===== src/sv/six_axis_wrench_transform_filter_defines.svh =====
// Assertion macros for the six-axis wrench transform filter.
// Taken in by the top level; expects aclk and aresetn in scope.
`ifndef SIX_AXIS_WRENCH_TRANSFORM_FILTER_DEFINES_SVH
`define SIX_AXIS_WRENCH_TRANSFORM_FILTER_DEFINES_SVH

// Check a condition at every clock edge outside reset
`define SWTF_ASSERT(lbl, expr, msg) \
    lbl: assert property (@(posedge aclk) disable iff (!aresetn) (expr)) else $error(msg);

// Check a next-cycle implication outside reset
`define SWTF_ASSERT_NEXT(lbl, ante, cons, msg) \
    lbl: assert property (@(posedge aclk) disable iff (!aresetn) (ante) |=> (cons)) \
        else $error(msg);

`endif


===== src/sv/swtf_pkg.sv =====
// Shared types, constants and micro-op tables for the wrench transform filter.
// No dependencies; used by swtf_mac and the top level.
`timescale 1ns / 1ps
`default_nettype none

package swtf_pkg;

    localparam int SAMPLE_BITS = 16;
    localparam int AXES        = 6;
    localparam int FRAC        = 30;
    localparam int COEF_W      = 32;
    localparam int OP_W        = SAMPLE_BITS + 1;
    localparam int PROD_W      = COEF_W + OP_W;
    localparam int ACC_W       = PROD_W + 1;
    localparam int AXIS_W      = 3;
    localparam int CFG_IDX_W   = 3;

    // Q2.30 coefficients
    localparam logic signed [COEF_W-1:0] K_ONE = 32'sd1073741824;
    localparam logic signed [COEF_W-1:0] K_035 = 32'sd37580964;
    localparam logic signed [COEF_W-1:0] K_075 = 32'sd80530637;
    localparam logic signed [COEF_W-1:0] K_B0  = 32'sd47393266;
    localparam logic signed [COEF_W-1:0] K_B1  = 32'sd94786531;
    localparam logic signed [COEF_W-1:0] K_A1  = 32'sd1421797966;
    localparam logic signed [COEF_W-1:0] K_A2  = 32'sd537629204;

    // Sequencer step limits
    localparam logic [2:0]        XFORM_LAST = 3'd6;
    localparam logic [2:0]        TAP_LAST   = 3'd4;
    localparam logic [AXIS_W-1:0] FNUM_LAST  = AXIS_W'(AXES - 1);
    localparam logic [AXIS_W-1:0] HALF_AXES  = AXIS_W'(AXES / 2);

    typedef logic [AXIS_W-1:0] axis_t;

    typedef enum logic [3:0] {
        C_ONE, C_K035, C_NEG_K035, C_K075, C_NEG_K075, C_B0, C_B1, C_A1, C_NEG_A2
    } coef_sel_t;

    typedef enum logic [2:0] {
        SRC_D, SRC_H, SRC_X1, SRC_X2, SRC_Y1, SRC_Y2
    } src_sel_t;

    typedef enum logic [2:0] {
        ST_IDLE, ST_XFORM, ST_FILTER, ST_DRAIN, ST_DONE
    } state_t;

    // Tag that travels with a product through the shared unit
    typedef struct packed {
        logic  first;
        logic  last;
        logic  filt;
        axis_t dax;
    } mac_tag_t;

    typedef struct packed {
        coef_sel_t coef;
        src_sel_t  src;
        axis_t     sidx;
        mac_tag_t  tag;
    } uop_t;

    function automatic logic signed [COEF_W-1:0] coef_value(input coef_sel_t c);
        logic signed [COEF_W-1:0] v;
        unique case (c)
            C_ONE:      v = K_ONE;
            C_K035:     v = K_035;
            C_NEG_K035: v = -K_035;
            C_K075:     v = K_075;
            C_NEG_K075: v = -K_075;
            C_B0:       v = K_B0;
            C_B1:       v = K_B1;
            C_A1:       v = K_A1;
            C_NEG_A2:   v = -K_A2;
            default:    v = '0;
        endcase
        return v;
    endfunction

    // Transform: d holds raw minus offset, before the z negations.
    //   mx' = mx + 0.035*fy ; my' = mz + 0.075*fy ; mz' = my - 0.035*fx - 0.075*fz
    function automatic uop_t xform_uop(input logic [2:0] step);
        uop_t u;
        u = '{coef: C_ONE, src: SRC_D, sidx: '0,
              tag: '{first: 1'b0, last: 1'b0, filt: 1'b0, dax: '0}};
        unique case (step)
            3'd0: begin u.coef = C_ONE;      u.sidx = 3'd3; u.tag.first = 1'b1;
                        u.tag.dax = 3'd0; end
            3'd1: begin u.coef = C_K035;     u.sidx = 3'd1; u.tag.last = 1'b1;
                        u.tag.dax = 3'd0; end
            3'd2: begin u.coef = C_ONE;      u.sidx = 3'd5; u.tag.first = 1'b1;
                        u.tag.dax = 3'd1; end
            3'd3: begin u.coef = C_K075;     u.sidx = 3'd1; u.tag.last = 1'b1;
                        u.tag.dax = 3'd1; end
            3'd4: begin u.coef = C_ONE;      u.sidx = 3'd4; u.tag.first = 1'b1;
                        u.tag.dax = 3'd2; end
            3'd5: begin u.coef = C_NEG_K035; u.sidx = 3'd0; u.tag.dax = 3'd2; end
            3'd6: begin u.coef = C_NEG_K075; u.sidx = 3'd2; u.tag.last = 1'b1;
                        u.tag.dax = 3'd2; end
            default: u.coef = C_ONE;
        endcase
        return u;
    endfunction

    // Filter taps: b0*x + b1*x1 + b0*x2 + a1*y1 - a2*y2
    function automatic uop_t filter_uop(input logic [2:0] tap, input axis_t ax);
        uop_t u;
        u = '{coef: C_B0, src: SRC_H, sidx: ax,
              tag: '{first: 1'b0, last: 1'b0, filt: 1'b1, dax: ax}};
        unique case (tap)
            3'd0: begin u.coef = C_B0;     u.src = SRC_H;  u.tag.first = 1'b1; end
            3'd1: begin u.coef = C_B1;     u.src = SRC_X1; end
            3'd2: begin u.coef = C_B0;     u.src = SRC_X2; end
            3'd3: begin u.coef = C_A1;     u.src = SRC_Y1; end
            3'd4: begin u.coef = C_NEG_A2; u.src = SRC_Y2; u.tag.last = 1'b1; end
            default: u.coef = C_B0;
        endcase
        return u;
    endfunction

    function automatic logic signed [SAMPLE_BITS-1:0] sat_acc(
        input logic signed [ACC_W-1:0] v);
        logic signed [ACC_W-1:0] hi;
        logic signed [ACC_W-1:0] lo;
        hi = $signed({{(ACC_W-SAMPLE_BITS+1){1'b0}}, {(SAMPLE_BITS-1){1'b1}}});
        lo = -hi - 1;
        if (v > hi) begin
            return hi[SAMPLE_BITS-1:0];
        end else if (v < lo) begin
            return lo[SAMPLE_BITS-1:0];
        end
        return v[SAMPLE_BITS-1:0];
    endfunction

endpackage

`default_nettype wire


===== src/sv/swtf_mac.sv =====
// Shared multiply-accumulate unit: registered product, accumulator, round and saturate.
// Depends on swtf_pkg.
`timescale 1ns / 1ps
`default_nettype none

module swtf_mac (
    input  wire logic                                     aclk,
    input  wire logic                                     aresetn,
    input  wire logic                                     issue_valid,
    input  wire logic signed [swtf_pkg::COEF_W-1:0]       coef,
    input  wire logic signed [swtf_pkg::OP_W-1:0]         operand,
    input  wire swtf_pkg::mac_tag_t                       tag_in,
    output logic                                          res_valid,
    output swtf_pkg::mac_tag_t                            res_tag,
    output logic signed [swtf_pkg::SAMPLE_BITS-1:0]       res_value
);

    logic                                   v1_reg;
    swtf_pkg::mac_tag_t                     tag1_reg;
    logic signed [swtf_pkg::PROD_W-1:0]     prod_reg;
    logic signed [swtf_pkg::ACC_W-1:0]      acc_reg;
    logic signed [swtf_pkg::ACC_W-1:0]      acc_next;
    logic                                   v2_reg;
    swtf_pkg::mac_tag_t                     tag2_reg;
    logic signed [swtf_pkg::ACC_W-1:0]      rnd;
    logic signed [swtf_pkg::ACC_W-1:0]      quo;

    // Stage one: register the product
    always_ff @(posedge aclk) begin
        if (!aresetn) begin
            v1_reg <= 1'b0;
        end else begin
            v1_reg <= issue_valid;
        end
        tag1_reg <= tag_in;
        prod_reg <= coef * operand;
    end

    // Stage two: accumulate, restarting on the first product of a sum
    always_comb begin
        if (tag1_reg.first) begin
            acc_next = swtf_pkg::ACC_W'(prod_reg);
        end else begin
            acc_next = acc_reg + swtf_pkg::ACC_W'(prod_reg);
        end
    end

    always_ff @(posedge aclk) begin
        if (!aresetn) begin
            v2_reg <= 1'b0;
        end else begin
            v2_reg <= v1_reg && tag1_reg.last;
        end
        if (v1_reg) begin
            acc_reg <= acc_next;
        end
        tag2_reg <= tag1_reg;
    end

    // Round half up at the binary point, then saturate to a sample
    always_comb begin
        rnd = acc_reg + (swtf_pkg::ACC_W'(1) <<< (swtf_pkg::FRAC - 1));
        quo = rnd >>> swtf_pkg::FRAC;
    end

    assign res_valid = v2_reg;
    assign res_tag   = tag2_reg;
    assign res_value = swtf_pkg::sat_acc(quo);

endmodule

`default_nettype wire


===== src/sv/six_axis_wrench_transform_filter.sv =====
// Six-axis wrench transform into the handle frame, then a second-order low-pass per axis.
// One item is in work at a time: a new word is taken only in idle, after the transform, the filter
// taps (skipped while priming), drain and done of the last one. All products share the single multiply-accumulate.
// The result word is registered in done once the output register is free or being taken.
// aresetn is synchronous, active low: clears offsets, filter history and priming count.
// Depends on swtf_pkg, swtf_mac and six_axis_wrench_transform_filter_defines.svh.
`timescale 1ns / 1ps
`default_nettype none
`include "six_axis_wrench_transform_filter_defines.svh"

module six_axis_wrench_transform_filter (
    input  wire logic                                         aclk,
    input  wire logic                                         aresetn,
    // tdata: raw_fx, raw_fy, raw_fz, raw_mx, raw_my, raw_mz
    input  wire logic [swtf_pkg::AXES*swtf_pkg::SAMPLE_BITS-1:0] s_tdata,
    input  wire logic                                         s_tvalid,
    output logic                                              s_tready,
    // tdata: out_mx, out_my, out_mz, out_fx, out_fy, out_fz
    output logic [swtf_pkg::AXES*swtf_pkg::SAMPLE_BITS-1:0]   m_tdata,
    // tuser: primed
    output logic                                              m_tuser,
    output logic                                              m_tvalid,
    input  wire logic                                         m_tready,
    input  wire logic                                         cfg_valid,
    output logic                                              cfg_ready,
    input  wire logic [swtf_pkg::CFG_IDX_W-1:0]               cfg_index,
    input  wire logic [swtf_pkg::SAMPLE_BITS-1:0]             cfg_data
);

    localparam int SB = swtf_pkg::SAMPLE_BITS;

    swtf_pkg::state_t                   state_reg, state_next;
    logic [2:0]                         step_reg;
    swtf_pkg::axis_t                    fnum_reg;
    swtf_pkg::axis_t                    fax;
    logic                               drain_reg;
    logic                               filt_reg;
    logic [1:0]                         warmup_reg;

    logic signed [SB-1:0]               offset_reg [swtf_pkg::AXES];
    logic signed [swtf_pkg::OP_W-1:0]   d_reg      [swtf_pkg::AXES];
    logic signed [SB-1:0]               h_reg      [swtf_pkg::AXES];
    logic signed [SB-1:0]               x1_reg     [swtf_pkg::AXES];
    logic signed [SB-1:0]               x2_reg     [swtf_pkg::AXES];
    logic signed [SB-1:0]               y1_reg     [swtf_pkg::AXES];
    logic signed [SB-1:0]               y2_reg     [swtf_pkg::AXES];

    logic [swtf_pkg::AXES*SB-1:0]       m_tdata_reg;
    logic                               m_tuser_reg;
    logic                               m_tvalid_reg;

    logic                               accept;
    logic                               issue_valid;
    logic                               done_go;
    swtf_pkg::uop_t                     uop;
    logic signed [swtf_pkg::OP_W-1:0]   operand;
    logic                               res_valid;
    swtf_pkg::mac_tag_t                 res_tag;
    logic signed [SB-1:0]               res_value;

    assign cfg_ready = 1'b1;
    assign accept    = s_tvalid && s_tready;

    // Filter order: force axes first, their inputs are ready at acceptance
    assign fax = (fnum_reg < swtf_pkg::HALF_AXES) ? fnum_reg + swtf_pkg::HALF_AXES
                                                  : fnum_reg - swtf_pkg::HALF_AXES;

    // Next state
    always_comb begin
        state_next = state_reg;
        unique case (state_reg)
            swtf_pkg::ST_IDLE: begin
                if (s_tvalid) state_next = swtf_pkg::ST_XFORM;
            end
            swtf_pkg::ST_XFORM: begin
                if (step_reg == swtf_pkg::XFORM_LAST) begin
                    state_next = filt_reg ? swtf_pkg::ST_FILTER : swtf_pkg::ST_DRAIN;
                end
            end
            swtf_pkg::ST_FILTER: begin
                if (step_reg == swtf_pkg::TAP_LAST && fnum_reg == swtf_pkg::FNUM_LAST) begin
                    state_next = swtf_pkg::ST_DRAIN;
                end
            end
            swtf_pkg::ST_DRAIN: begin
                if (drain_reg) state_next = swtf_pkg::ST_DONE;
            end
            swtf_pkg::ST_DONE: begin
                if (!m_tvalid_reg || m_tready) state_next = swtf_pkg::ST_IDLE;
            end
            default: state_next = swtf_pkg::ST_IDLE;
        endcase
    end

    // Sequencer outputs
    always_comb begin
        s_tready    = 1'b0;
        issue_valid = 1'b0;
        done_go     = 1'b0;
        unique case (state_reg)
            swtf_pkg::ST_IDLE:   s_tready    = 1'b1;
            swtf_pkg::ST_XFORM:  issue_valid = 1'b1;
            swtf_pkg::ST_FILTER: issue_valid = 1'b1;
            swtf_pkg::ST_DRAIN:  issue_valid = 1'b0;
            swtf_pkg::ST_DONE:   done_go     = !m_tvalid_reg || m_tready;
            default:             s_tready    = 1'b0;
        endcase
    end

    always_ff @(posedge aclk) begin
        if (!aresetn) begin
            state_reg <= swtf_pkg::ST_IDLE;
            step_reg  <= '0;
            fnum_reg  <= '0;
            drain_reg <= 1'b0;
            filt_reg  <= 1'b0;
        end else begin
            state_reg <= state_next;
            if (accept) begin
                step_reg  <= '0;
                fnum_reg  <= '0;
                drain_reg <= 1'b0;
                filt_reg  <= (warmup_reg == 2'd2);
            end else if (state_reg == swtf_pkg::ST_XFORM) begin
                step_reg <= (step_reg == swtf_pkg::XFORM_LAST) ? 3'd0 : step_reg + 3'd1;
            end else if (state_reg == swtf_pkg::ST_FILTER) begin
                if (step_reg == swtf_pkg::TAP_LAST) begin
                    step_reg <= '0;
                    fnum_reg <= fnum_reg + swtf_pkg::AXIS_W'(1);
                end else begin
                    step_reg <= step_reg + 3'd1;
                end
            end else if (state_reg == swtf_pkg::ST_DRAIN) begin
                drain_reg <= 1'b1;
            end
        end
    end

    // Select the micro-op and its operand
    always_comb begin
        if (state_reg == swtf_pkg::ST_FILTER) begin
            uop = swtf_pkg::filter_uop(step_reg, fax);
        end else begin
            uop = swtf_pkg::xform_uop(step_reg);
        end
        unique case (uop.src)
            swtf_pkg::SRC_D:  operand = d_reg[uop.sidx];
            swtf_pkg::SRC_H:  operand = swtf_pkg::OP_W'(h_reg[uop.sidx]);
            swtf_pkg::SRC_X1: operand = swtf_pkg::OP_W'(x1_reg[uop.sidx]);
            swtf_pkg::SRC_X2: operand = swtf_pkg::OP_W'(x2_reg[uop.sidx]);
            swtf_pkg::SRC_Y1: operand = swtf_pkg::OP_W'(y1_reg[uop.sidx]);
            swtf_pkg::SRC_Y2: operand = swtf_pkg::OP_W'(y2_reg[uop.sidx]);
            default:          operand = '0;
        endcase
    end

    swtf_mac u_mac (
        .aclk        (aclk),
        .aresetn     (aresetn),
        .issue_valid (issue_valid),
        .coef        (swtf_pkg::coef_value(uop.coef)),
        .operand     (operand),
        .tag_in      (uop.tag),
        .res_valid   (res_valid),
        .res_tag     (res_tag),
        .res_value   (res_value)
    );

    // Offsets from the configuration port; indexes past the last axis are dropped
    always_ff @(posedge aclk) begin
        if (!aresetn) begin
            for (int i = 0; i < swtf_pkg::AXES; i++) offset_reg[i] <= '0;
        end else if (cfg_valid && cfg_ready &&
                     cfg_index < swtf_pkg::CFG_IDX_W'(swtf_pkg::AXES)) begin
            offset_reg[cfg_index] <= $signed(cfg_data);
        end
    end

    // Offset-corrected sample, held for the transform
    always_ff @(posedge aclk) begin
        if (accept) begin
            for (int i = 0; i < swtf_pkg::AXES; i++) begin
                d_reg[i] <= swtf_pkg::OP_W'($signed(s_tdata[i*SB +: SB]))
                          - swtf_pkg::OP_W'(offset_reg[i]);
            end
        end
    end

    // Handle-frame inputs and filter history
    always_ff @(posedge aclk) begin
        if (!aresetn) begin
            for (int i = 0; i < swtf_pkg::AXES; i++) begin
                h_reg[i]  <= '0;
                x1_reg[i] <= '0;
                x2_reg[i] <= '0;
                y1_reg[i] <= '0;
                y2_reg[i] <= '0;
            end
            warmup_reg <= '0;
        end else begin
            if (accept) begin
                // forces are a plain rotation: fx' = fx, fy' = -fz (= raw fz), fz' = fy
                h_reg[3] <= swtf_pkg::sat_acc(swtf_pkg::ACC_W'(
                    swtf_pkg::OP_W'($signed(s_tdata[0*SB +: SB])) - swtf_pkg::OP_W'(offset_reg[0])));
                h_reg[4] <= swtf_pkg::sat_acc(swtf_pkg::ACC_W'(
                    swtf_pkg::OP_W'($signed(s_tdata[2*SB +: SB])) - swtf_pkg::OP_W'(offset_reg[2])));
                h_reg[5] <= swtf_pkg::sat_acc(swtf_pkg::ACC_W'(
                    swtf_pkg::OP_W'($signed(s_tdata[1*SB +: SB])) - swtf_pkg::OP_W'(offset_reg[1])));
            end
            if (res_valid && !res_tag.filt) begin
                h_reg[res_tag.dax] <= res_value;
            end
            if (res_valid && res_tag.filt) begin
                x2_reg[res_tag.dax] <= x1_reg[res_tag.dax];
                x1_reg[res_tag.dax] <= h_reg[res_tag.dax];
                y2_reg[res_tag.dax] <= y1_reg[res_tag.dax];
                y1_reg[res_tag.dax] <= res_value;
            end
            // priming: fill the input history only
            if (done_go && !filt_reg) begin
                for (int i = 0; i < swtf_pkg::AXES; i++) begin
                    if (warmup_reg == 2'd0) begin
                        x2_reg[i] <= h_reg[i];
                    end else begin
                        x1_reg[i] <= h_reg[i];
                    end
                end
                warmup_reg <= warmup_reg + 2'd1;
            end
        end
    end

    // Output word register
    always_ff @(posedge aclk) begin
        if (!aresetn) begin
            m_tvalid_reg <= 1'b0;
        end else if (done_go) begin
            m_tvalid_reg <= 1'b1;
        end else if (m_tready) begin
            m_tvalid_reg <= 1'b0;
        end
        if (done_go) begin
            for (int i = 0; i < swtf_pkg::AXES; i++) begin
                m_tdata_reg[i*SB +: SB] <= filt_reg ? y1_reg[i] : '0;
            end
            m_tuser_reg <= filt_reg;
        end
    end

    assign m_tdata  = m_tdata_reg;
    assign m_tuser  = m_tuser_reg;
    assign m_tvalid = m_tvalid_reg;

    `SWTF_ASSERT(a_prime_zero, !(m_tvalid && !m_tuser) || m_tdata == '0,
        "priming word carries non-zero data")
    `SWTF_ASSERT_NEXT(a_busy_after_accept, s_tvalid && s_tready, !s_tready,
        "input taken again while an item is in work")
    `SWTF_ASSERT(a_warmup_range, warmup_reg != 2'd3, "priming count past full")
    `SWTF_ASSERT_NEXT(a_result_in_drain, res_valid && res_tag.last && !res_tag.filt,
        state_reg != swtf_pkg::ST_IDLE, "transform result outside an item")

endmodule

`default_nettype wire


===== config.mk =====
export PLATFORM = sky130hd
export DESIGN_NAME = six_axis_wrench_transform_filter
export DESIGN_NICKNAME = d
export VERILOG_FILES = /design/src/sv/swtf_pkg.sv /design/src/sv/swtf_mac.sv /design/src/sv/six_axis_wrench_transform_filter.sv
export VERILOG_INCLUDE_DIRS = /design/src /design/src/sv
export SDC_FILE = /design/constraint.sdc
export NUM_CORES = 2
export LEC_CHECK = 0
export ABC_AREA = 1
export BUFFER_PORTS_ARGS = -buffer_cell sky130_fd_sc_hd__buf_2
export CORE_ASPECT_RATIO = 0.7
export CORE_MARGIN = 2
export CORE_UTILIZATION = 30
export DETAILED_ROUTE_END_ITERATION = 7
export GPL_ROUTABILITY_DRIVEN = 0
export PLACE_DENSITY = 0.52
export SYNTH_ARGS = -nofsm -noshare
export SYNTH_HDL_FRONTEND = slang
export SYNTH_SLANG_ARGS = --single-unit

===== constraint.sdc =====
create_clock -name aclk -period 17.45 [get_ports aclk]
set_input_delay 1.745 -clock aclk [delete_from_list [all_inputs] [get_ports aclk]]
set_output_delay 1.745 -clock aclk [all_outputs]
set_load 0.1 [all_outputs]

==> summary.md <==
| Metric | Value |
|---|---|
| Status | `complete, but fails checks` |
| Failing checks | `DRC, capacitance limit, slew limit` |
| CTS root buffer | `sky130_fd_sc_hd__clkbuf_16` |
| Hold buffer count at CTS | `0` |
| Fmax achieved | `85.3 MHz` |
| CP startpoint kind | `register` |
| Overall die area | `268000 µm²` |
| Post-layout net count | `10300` |
| Post-synthesis instance total | `9342` |
| Gates resized, CTS repair | `0` |
| Antenna Nets Post-Route | `0` |
| Clk_lat worst skew | `0.80 ns` |
| Global route overflow | `0` |
| Number of H-tree branching levels | `3` |
| Synthesized cell area | `79000 µm²` |
| Post-CTS setup buffers | `0` |
| Distinct cells, synth | `59` |
| Deepest clock path buffer count | `3` |
| Core ar. | `262000 µm²` |
| Final period demand of the worst path | `11.73 ns` |
| Number of antenna violations at the first check in global routing | `17` |
| Max-slew violation count | `2` |
| Final hold viol count | `0` |
| Crit Path Max Fanout | `151` |
| Count of TritonRoute iterations in the first routing pass | `8` |
| Path category of the worst min-delay check | `register to register` |
| Worst Path Arrival | `12.31 ns` |
| Global-route wire length before repair | `484000 µm` |
| Non-filler instance count after layout | `13000` |
| Final critical-path share of the clock period | `67.2%` |
| Final wirelength | `346000 µm` |
| Primary flip-flop cell chosen by synthesis mapping | `sky130_fd_sc_hd__edfxtp_1` |
| Clock Sinks | `1060` |
| Cell types occupying the most area after synthesis | `sky130_fd_sc_hd__edfxtp_1, sky130_fd_sc_hd__fa_1, sky130_fd_sc_hd__nand2_1, sky130_fd_sc_hd__inv_1, sky130_fd_sc_hd__nand3_1` |
| TritonCTS clock tree | `yes` |
| Total DRC errors in the routed layout | `10` |
| Portion of synthesized cell area occupied by the leading cell type | `37.4%` |
| Dpl hpwl | `260000 µm` |
| Quantity of I/O buffers inserted on ports | `218` |
| Setup violators final | `0` |
| Final setup skew | `0.0516 ns` |
| Sequential area share after synthesis | `39.3%` |
| Required time of the critical path | `18.03 ns` |
| Pin count of the biggest net entering global routing | `152` |
| Number of buffers inserted during clock tree synthesis | `106` |
| Detailed router's first-iteration violation count | `11700` |
| Type of element capturing the critical path | `register` |
| Clock-pin slew on the worst setup and hold paths | `0.07 ns` |
| Global routing usage summed across all routing layers | `25.1%` |
| Crit-path max cell delay | `0.79 ns` |
| Total number of placement rows | `157` |
| Wire per inst | `26.7 µm` |
| Syn. warnings | `0` |
| Via count of the first global-routing pass | `66100` |
| Synth Net Count | `10300` |
| Share of synthesized flip-flops with an asynchronous set or reset | `0%` |
| Starting density of the core | `30.2%` |
| Routed vias | `70800` |
| Syn_area_per_cell | `8.46 µm²` |
| Via-per-instance ratio | `5.45` |
| Post-Route Setup TNS | `0 ns` |
| Share of final-layout standard cells stronger than drive strength 1 | `7.00%` |
| Height of the die | `433 µm` |
| Leading area contributor after synthesis | `sky130_fd_sc_hd__edfxtp_1` |
| Slowest library cell on the worst path | `sky130_fd_sc_hd__xnor2_1` |
| Number of enable-type register cells in the synthesized netlist | `985` |
| Max-Cap Viols | `1` |
| Slew of the pin with the lowest slew margin | `1.59 ns` |
| Top-Level Pins | `220` |
| Die Width | `617 µm` |
| Slew HR | `-8.89%` |
| Setup repair after global routing missed its margin | `false` |
| Flop and latch count out of synthesis | `1060` |
| Startpoint-to-endpoint class of the critical path | `register to register` |
| # placed instances | `12800` |
| Area growth, synth to finish | `10.6%` |
[placed cells by master, fill, tap and decap left out, types with 8 or more instances in the layout]
| master | Yosys | routed |
|---|---|---|
| sky130_fd_sc_hd__ha_1 | 277 | 277 |
| sky130_fd_sc_hd__o22ai_1 | 258 | 258 |
| sky130_fd_sc_hd__clkinv_1 | 10 | 31 |
| sky130_fd_sc_hd__fa_1 | 529 | 529 |
| sky130_fd_sc_hd__a21oi_1 | 581 | 580 |
| sky130_fd_sc_hd__clkbuf_16 | 0 | 107 |
| sky130_fd_sc_hd__bufinv_16 | 0 | 14 |
| sky130_fd_sc_hd__nand4_1 | 24 | 24 |
| sky130_fd_sc_hd__diode_2 | 0 | 18 |
| sky130_fd_sc_hd__buf_2 | 151 | 218 |
| sky130_fd_sc_hd__a21boi_0 | 8 | 8 |
| sky130_fd_sc_hd__inv_2 | 31 | 34 |
| sky130_fd_sc_hd__buf_4 | 39 | 117 |
| sky130_fd_sc_hd__xnor2_1 | 46 | 46 |
| sky130_fd_sc_hd__clkbuf_1 | 170 | 12 |
| sky130_fd_sc_hd__nor2_2 | 12 | 14 |
| sky130_fd_sc_hd__o21bai_1 | 24 | 24 |
| sky130_fd_sc_hd__inv_1 | 1778 | 1771 |
| sky130_fd_sc_hd__o2111ai_1 | 33 | 33 |
| sky130_fd_sc_hd__clkinvlp_4 | 0 | 9 |
| sky130_fd_sc_hd__a21o_1 | 23 | 23 |
| sky130_fd_sc_hd__nand3b_1 | 165 | 165 |
| sky130_fd_sc_hd__nor3_1 | 55 | 53 |
| sky130_fd_sc_hd__dfxtp_1 | 75 | 72 |
| sky130_fd_sc_hd__or2_2 | 44 | 44 |
| sky130_fd_sc_hd__xor2_1 | 102 | 102 |
| sky130_fd_sc_hd__edfxtp_1 | 985 | 985 |
| sky130_fd_sc_hd__a2111oi_0 | 16 | 15 |
| sky130_fd_sc_hd__nand3_1 | 971 | 970 |
| sky130_fd_sc_hd__a31oi_1 | 16 | 16 |
| sky130_fd_sc_hd__o21ai_0 | 251 | 249 |
| sky130_fd_sc_hd__nand2_1 | 1929 | 1920 |
| sky130_fd_sc_hd__nor2_1 | 593 | 583 |
| sky130_fd_sc_hd__nand2_2 | 10 | 15 |
| sky130_fd_sc_hd__nor2_4 | 9 | 17 |
| sky130_fd_sc_hd__o21a_1 | 10 | 10 |
| sky130_fd_sc_hd__clkinv_2 | 0 | 23 |
[critical path, delay by kind of cell (launching register included)]
family / cells / cell delay (ns)
flops: 1 / 0.33
buf+inv: 9 / 1.96
simple gates: 15 / 4.54
compound gates: 1 / 0.17
xor+xnor: 1 / 0.79
fa+ha+maj: 7 / 3.26
[cell usage after synthesis, types with 23 or more instances]
| cell | instances |
|---|---|
| sky130_fd_sc_hd__a21o_1 | 23 |
| sky130_fd_sc_hd__o22ai_1 | 258 |
| sky130_fd_sc_hd__buf_4 | 39 |
| sky130_fd_sc_hd__o21bai_1 | 24 |
| sky130_fd_sc_hd__nand3_1 | 971 |
| sky130_fd_sc_hd__a21oi_1 | 581 |
| sky130_fd_sc_hd__nand4_1 | 24 |
| sky130_fd_sc_hd__or2_2 | 44 |
| sky130_fd_sc_hd__nor3_1 | 55 |
| sky130_fd_sc_hd__ha_1 | 277 |
| sky130_fd_sc_hd__inv_2 | 31 |
| sky130_fd_sc_hd__buf_2 | 151 |
| sky130_fd_sc_hd__inv_1 | 1778 |
| sky130_fd_sc_hd__dfxtp_1 | 75 |
| sky130_fd_sc_hd__o21ai_0 | 251 |
| sky130_fd_sc_hd__fa_1 | 529 |
| sky130_fd_sc_hd__o2111ai_1 | 33 |
| sky130_fd_sc_hd__nand2_1 | 1929 |
| sky130_fd_sc_hd__nand3b_1 | 165 |
| sky130_fd_sc_hd__xor2_1 | 102 |
| sky130_fd_sc_hd__buf_1 | 49 |
| sky130_fd_sc_hd__nor2_1 | 593 |
| sky130_fd_sc_hd__edfxtp_1 | 985 |
| sky130_fd_sc_hd__xnor2_1 | 46 |
| sky130_fd_sc_hd__clkbuf_1 | 170 |
[metrics by stage]
step                      worst slack [ns]  hold WS [ns]  instance area (µm²)  util [%]
after floorplan                       9.98         0.310                79000         -
after global placement                6.31         0.313                83700      32.0
after detailed placement              6.40         0.314                83700      32.0
after CTS                             6.37         0.332                87300      33.4
after global routing                  5.47         0.336                87400      33.4
final                                 5.72         0.328                87400      33.4
[area by class of cell]
| class | count | area [µm²] |
|---|---|---|
| Clock inverter | 77 | 868 |
| Sequential cell | 1060 | 31100 |
| Inverter | 1819 | 6840 |
| Clock buffer | 121 | 2750 |
| Antenna cell | 18 | 45.0 |
| Multi-Input combinational cell | 6049 | 39400 |
| Tap cell | 3498 | 4380 |
| Timing Repair Buffer | 339 | 2050 |
| Fill cell | 27300 | 174000 |
[logic make-up after synthesis]
family | share of synthesized area [%]
compound gates | 9.03
xor+xnor | 1.64
fa+ha+maj | 17.8
buf+inv | 11.1
flops | 39.3
other cells | 0.00475
simple gates | 21.1
[per-layer routing]
layer  vias to the layer above  global-route usage, %  wire, µm
met5                         -                   1.52      1570
met1                     34400                   35.4    143000
met3                       725                   11.8     57300
met2                      5267                   33.2    131000
li1                      30300                      -         -
met4                        40                   8.12     13400
[final timing paths]
check	from	end	slack, ns	depth (start not counted)
worst max-delay path	state_reg[0]	u_mac.prod_reg[32]	5.72	33
worst min-delay path	u_mac.tag1_reg[1]	u_mac.res_tag[1]	0.33	0
worst max register to register	state_reg[0]	u_mac.prod_reg[32]	5.72	33
worst min register to register	u_mac.tag1_reg[1]	u_mac.res_tag[1]	0.33	0
Power is left out: the tool's default activity adds up to more than one toggle a clock period on the data nets, which glitch-free logic cannot reach.
